File: src/design/oaht_pkg.sv
package oaht_pkg;

    localparam int TABLE_SIZE_DEF = 16;
    localparam int KEY_BYTES_DEF  = 8;
    localparam int BYTE_W         = 8;
    localparam int KEY_W          = 64;
    localparam int HASH_W         = 32;
    localparam int SLOT_W         = 4;
    localparam int OP_W           = 2;
    localparam int ST_W           = 2;
    localparam int MOD_BITS       = 4;
    localparam int QUEUE_DEPTH    = 2;

    localparam logic [OP_W-1:0] OP_INSERT = 2'd0;
    localparam logic [OP_W-1:0] OP_LOOKUP = 2'd1;
    localparam logic [OP_W-1:0] OP_DELETE = 2'd2;

    localparam logic [ST_W-1:0] ST_EMPTY   = 2'd0;
    localparam logic [ST_W-1:0] ST_USED    = 2'd1;
    localparam logic [ST_W-1:0] ST_DELETED = 2'd2;

    typedef struct packed {
        logic [OP_W-1:0]   op;
        logic [KEY_W-1:0]  key;
        logic [BYTE_W-1:0] value;
    } req_t;

    typedef struct packed {
        logic              ok;
        logic [BYTE_W-1:0] value_out;
        logic [SLOT_W-1:0] slot;
    } rsp_t;

endpackage

File: src/design/oaht_front.sv
module oaht_front #(
    parameter int TABLE_SIZE = oaht_pkg::TABLE_SIZE_DEF,
    parameter int KEY_BYTES  = oaht_pkg::KEY_BYTES_DEF,
    localparam int AW        = $clog2(TABLE_SIZE),
    localparam int KW        = KEY_BYTES * oaht_pkg::BYTE_W,
    localparam int WW        = oaht_pkg::OP_W + oaht_pkg::BYTE_W + AW + KW
) (
    input  logic                 clk,
    input  logic                 rst_n,
    input  oaht_pkg::req_t       req,
    input  logic                 req_valid,
    output logic                 req_ready,
    input  logic                 hold,
    output logic [WW-1:0]        work,
    output logic                 work_valid,
    input  logic                 work_ready
);

    localparam int RW        = AW + 1;
    localparam int MOD_STEPS = oaht_pkg::HASH_W / oaht_pkg::MOD_BITS;
    localparam int SW        = (MOD_STEPS > 1) ? $clog2(MOD_STEPS) : 1;

    localparam logic [1:0] F_IDLE = 2'd0;
    localparam logic [1:0] F_HASH = 2'd1;
    localparam logic [1:0] F_MOD  = 2'd2;
    localparam logic [1:0] F_PUSH = 2'd3;

    logic [1:0]                     state_reg;
    logic [SW-1:0]                  step_reg;
    logic [oaht_pkg::OP_W-1:0]      op_reg;
    logic [oaht_pkg::BYTE_W-1:0]    value_reg;
    logic [KW-1:0]                  key_reg;
    logic [KEY_BYTES-1:0]           onehot_reg;
    logic [KEY_BYTES-1:0]           mask_reg;
    logic [oaht_pkg::HASH_W-1:0]    h_reg;
    logic [RW-1:0]                  r_reg;

    logic [oaht_pkg::BYTE_W-1:0]    c;
    logic                           hash_done;
    logic [oaht_pkg::HASH_W-1:0]    h_next;
    logic [RW-1:0]                  r_next;
    logic [KW-1:0]                  nk;
    logic                           accept;

    assign req_ready  = (state_reg == F_IDLE) && !hold;
    assign accept     = req_valid && req_ready;
    assign work_valid = (state_reg == F_PUSH);
    assign work       = {op_reg, value_reg, r_reg[AW-1:0], nk};

    always_comb
    begin
        c = '0;
        for (int b = 0; b < KEY_BYTES; b++)
        begin
            if (onehot_reg[b])
            begin
                c = c | key_reg[b*oaht_pkg::BYTE_W +: oaht_pkg::BYTE_W];
            end
        end
    end

    assign hash_done = (onehot_reg == '0) || (c == '0);
    assign h_next = oaht_pkg::HASH_W'((h_reg + oaht_pkg::HASH_W'(c)) * oaht_pkg::HASH_W'(c));

    always_comb
    begin
        logic [RW-1:0] t;
        t = r_reg;
        for (int k = 0; k < oaht_pkg::MOD_BITS; k++)
        begin
            t = {t[RW-2:0], h_reg[oaht_pkg::HASH_W-1-k]};
            if (t >= RW'(TABLE_SIZE))
            begin
                t = t - RW'(TABLE_SIZE);
            end
        end
        r_next = t;
    end

    always_comb
    begin
        for (int b = 0; b < KEY_BYTES; b++)
        begin
            nk[b*oaht_pkg::BYTE_W +: oaht_pkg::BYTE_W] =
                mask_reg[b] ? key_reg[b*oaht_pkg::BYTE_W +: oaht_pkg::BYTE_W] : '0;
        end
    end

    always_ff @(posedge clk or negedge rst_n)
    begin
        if (!rst_n)
        begin
            state_reg <= F_IDLE;
            step_reg  <= '0;
        end
        else
        begin
            unique case (state_reg)
                F_IDLE:
                begin
                    if (accept)
                    begin
                        state_reg <= F_HASH;
                    end
                end
                F_HASH:
                begin
                    if (hash_done)
                    begin
                        state_reg <= F_MOD;
                        step_reg  <= '0;
                    end
                end
                F_MOD:
                begin
                    step_reg <= step_reg + 1'b1;
                    if (step_reg == SW'(MOD_STEPS - 1))
                    begin
                        state_reg <= F_PUSH;
                    end
                end
                F_PUSH:
                begin
                    if (work_ready)
                    begin
                        state_reg <= F_IDLE;
                    end
                end
                default:
                begin
                    state_reg <= F_IDLE;
                end
            endcase
        end
    end

    always_ff @(posedge clk)
    begin
        if (accept)
        begin
            op_reg     <= req.op;
            value_reg  <= req.value;
            key_reg    <= req.key[KW-1:0];
            onehot_reg <= KEY_BYTES'(1);
            mask_reg   <= '0;
            h_reg      <= '0;
            r_reg      <= '0;
        end
        else if (state_reg == F_HASH && !hash_done)
        begin
            mask_reg   <= mask_reg | onehot_reg;
            onehot_reg <= onehot_reg << 1;
            h_reg      <= h_next;
        end
        else if (state_reg == F_MOD)
        begin
            r_reg <= r_next;
            h_reg <= h_reg << oaht_pkg::MOD_BITS;
        end
    end

endmodule

File: src/design/oaht_queue.sv
module oaht_queue #(
    parameter int WIDTH = 8,
    parameter int DEPTH = oaht_pkg::QUEUE_DEPTH
) (
    input  logic             clk,
    input  logic             rst_n,
    input  logic [WIDTH-1:0] push_data,
    input  logic             push_valid,
    output logic             push_ready,
    output logic [WIDTH-1:0] pop_data,
    output logic             pop_valid,
    input  logic             pop_ready
);

    localparam int PW = (DEPTH > 1) ? $clog2(DEPTH) : 1;
    localparam int CW = $clog2(DEPTH + 1);

    logic [WIDTH-1:0] entry_reg [DEPTH];
    logic [PW-1:0]    wr_ptr_reg;
    logic [PW-1:0]    rd_ptr_reg;
    logic [CW-1:0]    count_reg;
    logic             do_push;
    logic             do_pop;

    assign push_ready = (count_reg != CW'(DEPTH));
    assign pop_valid  = (count_reg != '0);
    assign pop_data   = entry_reg[rd_ptr_reg];
    assign do_push    = push_valid && push_ready;
    assign do_pop     = pop_valid && pop_ready;

    always_ff @(posedge clk or negedge rst_n)
    begin
        if (!rst_n)
        begin
            wr_ptr_reg <= '0;
            rd_ptr_reg <= '0;
            count_reg  <= '0;
        end
        else
        begin
            if (do_push)
            begin
                wr_ptr_reg <= (wr_ptr_reg == PW'(DEPTH - 1)) ? '0 : wr_ptr_reg + 1'b1;
            end
            if (do_pop)
            begin
                rd_ptr_reg <= (rd_ptr_reg == PW'(DEPTH - 1)) ? '0 : rd_ptr_reg + 1'b1;
            end
            if (do_push && !do_pop)
            begin
                count_reg <= count_reg + 1'b1;
            end
            else if (do_pop && !do_push)
            begin
                count_reg <= count_reg - 1'b1;
            end
        end
    end

    always_ff @(posedge clk)
    begin
        if (do_push)
        begin
            entry_reg[wr_ptr_reg] <= push_data;
        end
    end

endmodule

File: src/design/oaht_back.sv
module oaht_back #(
    parameter int TABLE_SIZE = oaht_pkg::TABLE_SIZE_DEF,
    parameter int KEY_BYTES  = oaht_pkg::KEY_BYTES_DEF,
    localparam int AW        = $clog2(TABLE_SIZE),
    localparam int KW        = KEY_BYTES * oaht_pkg::BYTE_W,
    localparam int WW        = oaht_pkg::OP_W + oaht_pkg::BYTE_W + AW + KW
) (
    input  logic           clk,
    input  logic           rst_n,
    input  logic [WW-1:0]  work,
    input  logic           work_valid,
    output logic           work_ready,
    output oaht_pkg::rsp_t rsp,
    output logic           rsp_valid,
    input  logic           rsp_ready,
    output logic           clearing
);

    localparam logic [1:0] B_CLEAR = 2'd0;
    localparam logic [1:0] B_IDLE  = 2'd1;
    localparam logic [1:0] B_PROBE = 2'd2;

    logic [oaht_pkg::ST_W-1:0]   status_mem [TABLE_SIZE];
    logic [KW-1:0]               key_mem    [TABLE_SIZE];
    logic [oaht_pkg::BYTE_W-1:0] value_mem  [TABLE_SIZE];

    logic [1:0]                  state_reg;
    logic [AW-1:0]               clr_reg;
    logic [AW-1:0]               cur_reg;
    logic [AW-1:0]               cnt_reg;
    logic                        rsp_valid_reg;
    oaht_pkg::rsp_t              rsp_reg;
    logic [oaht_pkg::OP_W-1:0]   op_reg;
    logic [KW-1:0]               key_reg;
    logic [oaht_pkg::BYTE_W-1:0] value_reg;

    logic [oaht_pkg::ST_W-1:0]   st_q;
    logic [KW-1:0]               key_q;
    logic [oaht_pkg::BYTE_W-1:0] val_q;

    logic [oaht_pkg::OP_W-1:0]   w_op;
    logic [oaht_pkg::BYTE_W-1:0] w_value;
    logic [AW-1:0]               w_home;
    logic [KW-1:0]               w_key;

    logic                        accept;
    logic                        w_op_ok;
    logic                        is_ins;
    logic                        hit;
    logic                        miss;
    logic                        last;
    logic [AW-1:0]               nxt;
    logic [AW-1:0]               rd_addr;
    logic                        st_we;
    logic [AW-1:0]               st_addr;
    logic [oaht_pkg::ST_W-1:0]   st_data;
    logic                        kv_we;

    assign {w_op, w_value, w_home, w_key} = work;

    assign clearing   = (state_reg == B_CLEAR);
    assign work_ready = (state_reg == B_IDLE) && (!rsp_valid_reg || rsp_ready);
    assign accept     = work_valid && work_ready;
    assign w_op_ok    = (w_op == oaht_pkg::OP_INSERT) || (w_op == oaht_pkg::OP_LOOKUP)
                        || (w_op == oaht_pkg::OP_DELETE);

    assign rsp       = rsp_reg;
    assign rsp_valid = rsp_valid_reg;

    assign is_ins = (op_reg == oaht_pkg::OP_INSERT);
    assign hit    = is_ins ? (st_q != oaht_pkg::ST_USED)
                           : ((st_q == oaht_pkg::ST_USED) && (key_q == key_reg));
    assign miss   = !is_ins && (st_q == oaht_pkg::ST_EMPTY);
    assign last   = (cnt_reg == AW'(TABLE_SIZE - 1));
    assign nxt    = (cur_reg == AW'(TABLE_SIZE - 1)) ? '0 : cur_reg + 1'b1;
    assign rd_addr = (state_reg == B_PROBE) ? nxt : w_home;

    always_comb
    begin
        st_we   = 1'b0;
        st_addr = cur_reg;
        st_data = oaht_pkg::ST_USED;
        kv_we   = 1'b0;
        if (state_reg == B_CLEAR)
        begin
            st_we   = 1'b1;
            st_addr = clr_reg;
            st_data = oaht_pkg::ST_EMPTY;
        end
        else if (state_reg == B_PROBE && hit)
        begin
            if (is_ins)
            begin
                st_we = 1'b1;
                kv_we = 1'b1;
            end
            else if (op_reg == oaht_pkg::OP_DELETE)
            begin
                st_we   = 1'b1;
                st_data = oaht_pkg::ST_DELETED;
            end
        end
    end

    always_ff @(posedge clk)
    begin
        if (st_we)
        begin
            status_mem[st_addr] <= st_data;
        end
        if (kv_we)
        begin
            key_mem[cur_reg]   <= key_reg;
            value_mem[cur_reg] <= value_reg;
        end
        st_q  <= status_mem[rd_addr];
        key_q <= key_mem[rd_addr];
        val_q <= value_mem[rd_addr];
    end

    always_ff @(posedge clk or negedge rst_n)
    begin
        if (!rst_n)
        begin
            state_reg     <= B_CLEAR;
            clr_reg       <= '0;
            rsp_valid_reg <= 1'b0;
        end
        else
        begin
            if (rsp_valid_reg && rsp_ready && !(accept && !w_op_ok))
            begin
                rsp_valid_reg <= 1'b0;
            end
            unique case (state_reg)
                B_CLEAR:
                begin
                    clr_reg <= clr_reg + 1'b1;
                    if (clr_reg == AW'(TABLE_SIZE - 1))
                    begin
                        state_reg <= B_IDLE;
                    end
                end
                B_IDLE:
                begin
                    if (accept)
                    begin
                        if (w_op_ok)
                        begin
                            state_reg <= B_PROBE;
                        end
                        else
                        begin
                            rsp_valid_reg <= 1'b1;
                        end
                    end
                end
                B_PROBE:
                begin
                    if (hit || miss || last)
                    begin
                        state_reg     <= B_IDLE;
                        rsp_valid_reg <= 1'b1;
                    end
                end
                default:
                begin
                    state_reg <= B_IDLE;
                end
            endcase
        end
    end

    always_ff @(posedge clk)
    begin
        if (accept)
        begin
            op_reg    <= w_op;
            key_reg   <= w_key;
            value_reg <= w_value;
            cur_reg   <= w_home;
            cnt_reg   <= '0;
            rsp_reg   <= '0;
        end
        else if (state_reg == B_PROBE)
        begin
            if (hit)
            begin
                rsp_reg.ok        <= 1'b1;
                rsp_reg.value_out <= is_ins ? '0 : val_q;
                rsp_reg.slot      <= oaht_pkg::SLOT_W'(cur_reg);
            end
            else if (!miss && !last)
            begin
                cur_reg <= nxt;
                cnt_reg <= cnt_reg + 1'b1;
            end
        end
    end

endmodule

File: src/design/open_addressing_hash_table.sv
// Hash table with linear probing and deleted-slot markers. Each request inserts, looks up
// or deletes a key of up to KEY_BYTES bytes (ending at the first zero byte); one response
// follows every request. The front end hashes one key byte per cycle, then reduces the
// 32-bit hash to a home slot four bits per cycle, and hands the request over a two-entry
// queue to the probe engine; it takes the next request only once the last is handed over.
// The probe engine reads one slot per cycle from its slot memories (one read port, one
// write port), starting with a launch of the home read and visiting at most TABLE_SIZE
// slots. The two halves overlap, so throughput is set by the slower of the two for the
// request mix. After reset the slot status memory is swept to empty; in_ready stays low
// until the sweep is done.
module open_addressing_hash_table #(
    parameter int TABLE_SIZE = oaht_pkg::TABLE_SIZE_DEF,
    parameter int KEY_BYTES  = oaht_pkg::KEY_BYTES_DEF
) (
    input  logic           clk,
    input  logic           rst_n,
    input  oaht_pkg::req_t in_data,
    input  logic           in_valid,
    output logic           in_ready,
    output oaht_pkg::rsp_t out_data,
    output logic           out_valid,
    input  logic           out_ready
);

    localparam int AW = $clog2(TABLE_SIZE);
    localparam int KW = KEY_BYTES * oaht_pkg::BYTE_W;
    localparam int WW = oaht_pkg::OP_W + oaht_pkg::BYTE_W + AW + KW;

    logic [WW-1:0] f_work;
    logic          f_valid;
    logic          f_ready;
    logic [WW-1:0] q_work;
    logic          q_valid;
    logic          q_ready;
    logic          clearing;

    oaht_front #(
        .TABLE_SIZE (TABLE_SIZE),
        .KEY_BYTES  (KEY_BYTES)
    ) u_front (
        .clk        (clk),
        .rst_n      (rst_n),
        .req        (in_data),
        .req_valid  (in_valid),
        .req_ready  (in_ready),
        .hold       (clearing),
        .work       (f_work),
        .work_valid (f_valid),
        .work_ready (f_ready)
    );

    oaht_queue #(
        .WIDTH (WW),
        .DEPTH (oaht_pkg::QUEUE_DEPTH)
    ) u_queue (
        .clk        (clk),
        .rst_n      (rst_n),
        .push_data  (f_work),
        .push_valid (f_valid),
        .push_ready (f_ready),
        .pop_data   (q_work),
        .pop_valid  (q_valid),
        .pop_ready  (q_ready)
    );

    oaht_back #(
        .TABLE_SIZE (TABLE_SIZE),
        .KEY_BYTES  (KEY_BYTES)
    ) u_back (
        .clk        (clk),
        .rst_n      (rst_n),
        .work       (q_work),
        .work_valid (q_valid),
        .work_ready (q_ready),
        .rsp        (out_data),
        .rsp_valid  (out_valid),
        .rsp_ready  (out_ready),
        .clearing   (clearing)
    );

    a_fail_zero: assert property (@(posedge clk) disable iff (!rst_n)
        out_valid && !out_data.ok |-> out_data.value_out == '0 && out_data.slot == '0)
        else $error("failed response carries nonzero payload");

    a_no_req_in_sweep: assert property (@(posedge clk) disable iff (!rst_n)
        clearing |-> !in_ready)
        else $error("request accepted during status sweep");

    a_out_free: assert property (@(posedge clk) disable iff (!rst_n)
        q_valid && q_ready |-> !out_valid || out_ready)
        else $error("probe started with response slot occupied");

endmodule

File: config.mk
export PLATFORM = sky130hd
export DESIGN_NAME = open_addressing_hash_table
export DESIGN_NICKNAME = d
export VERILOG_FILES = /design/src/design/oaht_pkg.sv /design/src/design/oaht_front.sv /design/src/design/oaht_queue.sv /design/src/design/oaht_back.sv /design/src/design/open_addressing_hash_table.sv
export SDC_FILE = /design/constraint.sdc
export NUM_CORES = 2
export LEC_CHECK = 0
export BUFFER_PORTS_ARGS = -buffer_cell sky130_fd_sc_hd__buf_2
export CORE_AREA = 2 2 352 354
export DETAILED_ROUTE_END_ITERATION = 16
export DIE_AREA = 0 0 354 356
export PLACE_DENSITY = 0.76
export SETUP_SLACK_MARGIN = 0.02
export SYNTH_ARGS = -nofsm -noshare
export SYNTH_HDL_FRONTEND = slang
export SYNTH_SLANG_ARGS = --single-unit
File: constraint.sdc
create_clock -name clk -period 8.4 [get_ports clk]
set_clock_uncertainty 0.05 [all_clocks]
set_input_delay 1.26 -clock clk [delete_from_list [all_inputs] [get_ports clk]]
set_output_delay 1.26 -clock clk [all_outputs]
set_load 0.05 [all_outputs]
==> results.ini <==
[run_status]
status=finished clean

[sta]
fin_hold_ws_ps=366.9
min_period_over_period_pct=95.29
tns_ps=0
slew_headroom_pct=14.05
rsz0062_at_grt=yes
slew_viol_final=0
min_period_ps=8005
final-setup-viol-count=0
worst_slew_pin_slew_ps=1289
hold_viol=0
fmax_ghz=0.1249

[setup_path]
crit_top_cell=fa_1
cp_slowest_stage_delay_ps=520
r2r_cells=30
critPathSlowestCell=fa_1
cp.required_ps=8960
ff2ff_setup_slack_ps=400
crit_type=flip-flop to flip-flop
crit_arrival_ps=8570
reg2reg_to=u_front.h_reg[31]
critPathMaxFanout=11
worstSetupStartpointType=flip-flop
rr_startpoint=u_front.onehot_reg[6]
worstSetupEndpointType=flip-flop

[route]
wl_mm=157.7
drt_iter0_markers=4200
drc=0
drt_pass1_iterations=5
wl_per_cell_um=26.92
ant_nets=0
num_vias=36030
via_per_inst=6.152

[synthesis]
ys_ff_latch=1651
synthTopCellsByArea=edfxtp_1 65%, mux4_2 9.6%, fa_1 4.5%
syn_nets=4228
yosysSeqAreaShare_pct=69.53
yosys.area.top_type=edfxtp_1
async_reset_ff_share_pct=0.9691
yosys_warnings=0
avgSynthCellArea_um2=17.60
syn_area_um2=69130
yosysUniqueCellTypes=70
synthCells=3927
synth_top_area_share_pct=64.81
synth_ff_type=edfxtp_1
synth_edf_count=1492

[layout]
multi_input_area_um2=19860
ff_latch_area_um2=48080
most-common-layout-cells=1,492 x edfxtp_1, 296 x mux4_2, 273 x nor2_1, 198 x inv_1, 159 x clkbuf_16
postLayoutCoreUtil_pct=63.07
largest_reg_flops=1024
fillCellCount=8314
area_growth_pct=11.91
fin_cells=5857
final_common_cell=edfxtp_1
drive_above_1_share_pct=20.63
nets=4384

[floorplanning]
die_y_um=356
start_util_pct=56.36
dieArea_um2=126000
core_um2=122700
io_pins=93
die_w_um=354
row_count=129

[run]
drv_cap=0

[place]
dp_cells=5560
gp_congestion=0.9258
portBuffers=92
dp_hpwl_mm=88.01

[clock_network]
cts.clk_slew.worst_paths_ps=70
clk_latency_ps=790
ctsHtreeMaxLevel=4
root_buffer=clkbuf_16
cts_buffers=155
cts_tree=yes
cts_sinks=1651
cts.path.max_buffers=3

[grt]
antenna_found_initial=6
grt_max_degree=148
grt.overflow.total=0
grt_pass1_vias=36960
grt_usage_pct=25.40
grt_pass1_wl_mm=235.7

[min_path]
hp-class=input pin to async pin

[cells by family (layout without fill, tap and decap cells)]
kind of cell    after synthesis  in the layout  synth area share (%)
compound gates              386            386                 3.578
xor+xnor                    123            123                 1.618
fa+ha+maj                   224            224                 5.755
buf+inv                     379            670                 2.085
flops                      1651           1651                 69.53
mux                         490            490                 12.61
other cells                   0              2                     0
simple gates                674            674                 4.830
[cell usage after synthesis, drive strengths merged, types with 30 or more instances]
cell type,count
nor2,286
buf,50
ha,66
a22oi,34
mux4,296
and2,69
a211oi,91
a21oi,152
dfxtp,143
or2,30
mux2i,108
nor2b,78
mux2,86
nand2,84
o21ai,33
fa,157
xor2,36
edfxtp,1492
inv,199
clkbuf,129
xnor2,84
[worst max path at each step]
stage                          startpoint              endpoint  slack [ps]
global route           u_front.key_reg[1]     u_front.h_reg[31]           9
global placement    u_front.onehot_reg[6]     u_front.h_reg[31]         190
finish              u_front.onehot_reg[6]     u_front.h_reg[31]         400
detailed placement  u_front.onehot_reg[6]     u_front.h_reg[31]          80
CTS                 u_front.onehot_reg[6]     u_front.h_reg[31]          40
floorplan              u_back.key_reg[27]  u_back.key_mem[0][0]         120
[critical path, delay by kind of cell, from the launching register on]
family | cells | cell delay (ps)
buffers and inverters | 4 | 230
AO/OA/AOI/OAI | 10 | 2340
AND/OR/NAND/NOR | 7 | 1390
adder cells (fa/ha/maj) | 7 | 2880
XOR/XNOR | 1 | 320
flip-flops | 1 | 470
multiplexers | 1 | 140
[metrics by stage]
step                      cell area [µm²]  worst slack [ps]
after global routing                77370             9.059
final                               77370             395.3
after detailed placement            72030             78.92
after floorplan                     69130             121.1
after global placement              72030             189.1
after CTS                           77290             35.13
[layer usage]
layer	wire length (µm)	track usage (%)	vias to the layer above
li1	-	-	15340
met1	62990	34.92	18790
met2	77340	41.26	1614
met3	11860	4.415	285
met4	5428	9.475	6
met5	46	0	-
[area by class of cell]
type / instances / area share [%]
Sequential cell: 1651 / 62.14
Multi-Input combinational cell: 1897 / 25.66
Clock buffer: 228 / 5.762
Tap cell: 1637 / 2.647
Timing Repair Buffer: 178 / 1.769
Clock inverter: 64 / 1.037
Inverter: 200 / 0.9768
Antenna cell: 2 / 0.006469
[repair_timing]
item | 4_1_cts | 5_1_grt
resized for setup | 0 | 11
hold buffers | 0 | 0
buffers inserted | 0 | 3
endpoints found under the setup margin | 0 | 8
Power is left out: the tool's default activity adds up to more than one toggle a clock period on the data nets, which glitch-free logic cannot reach.
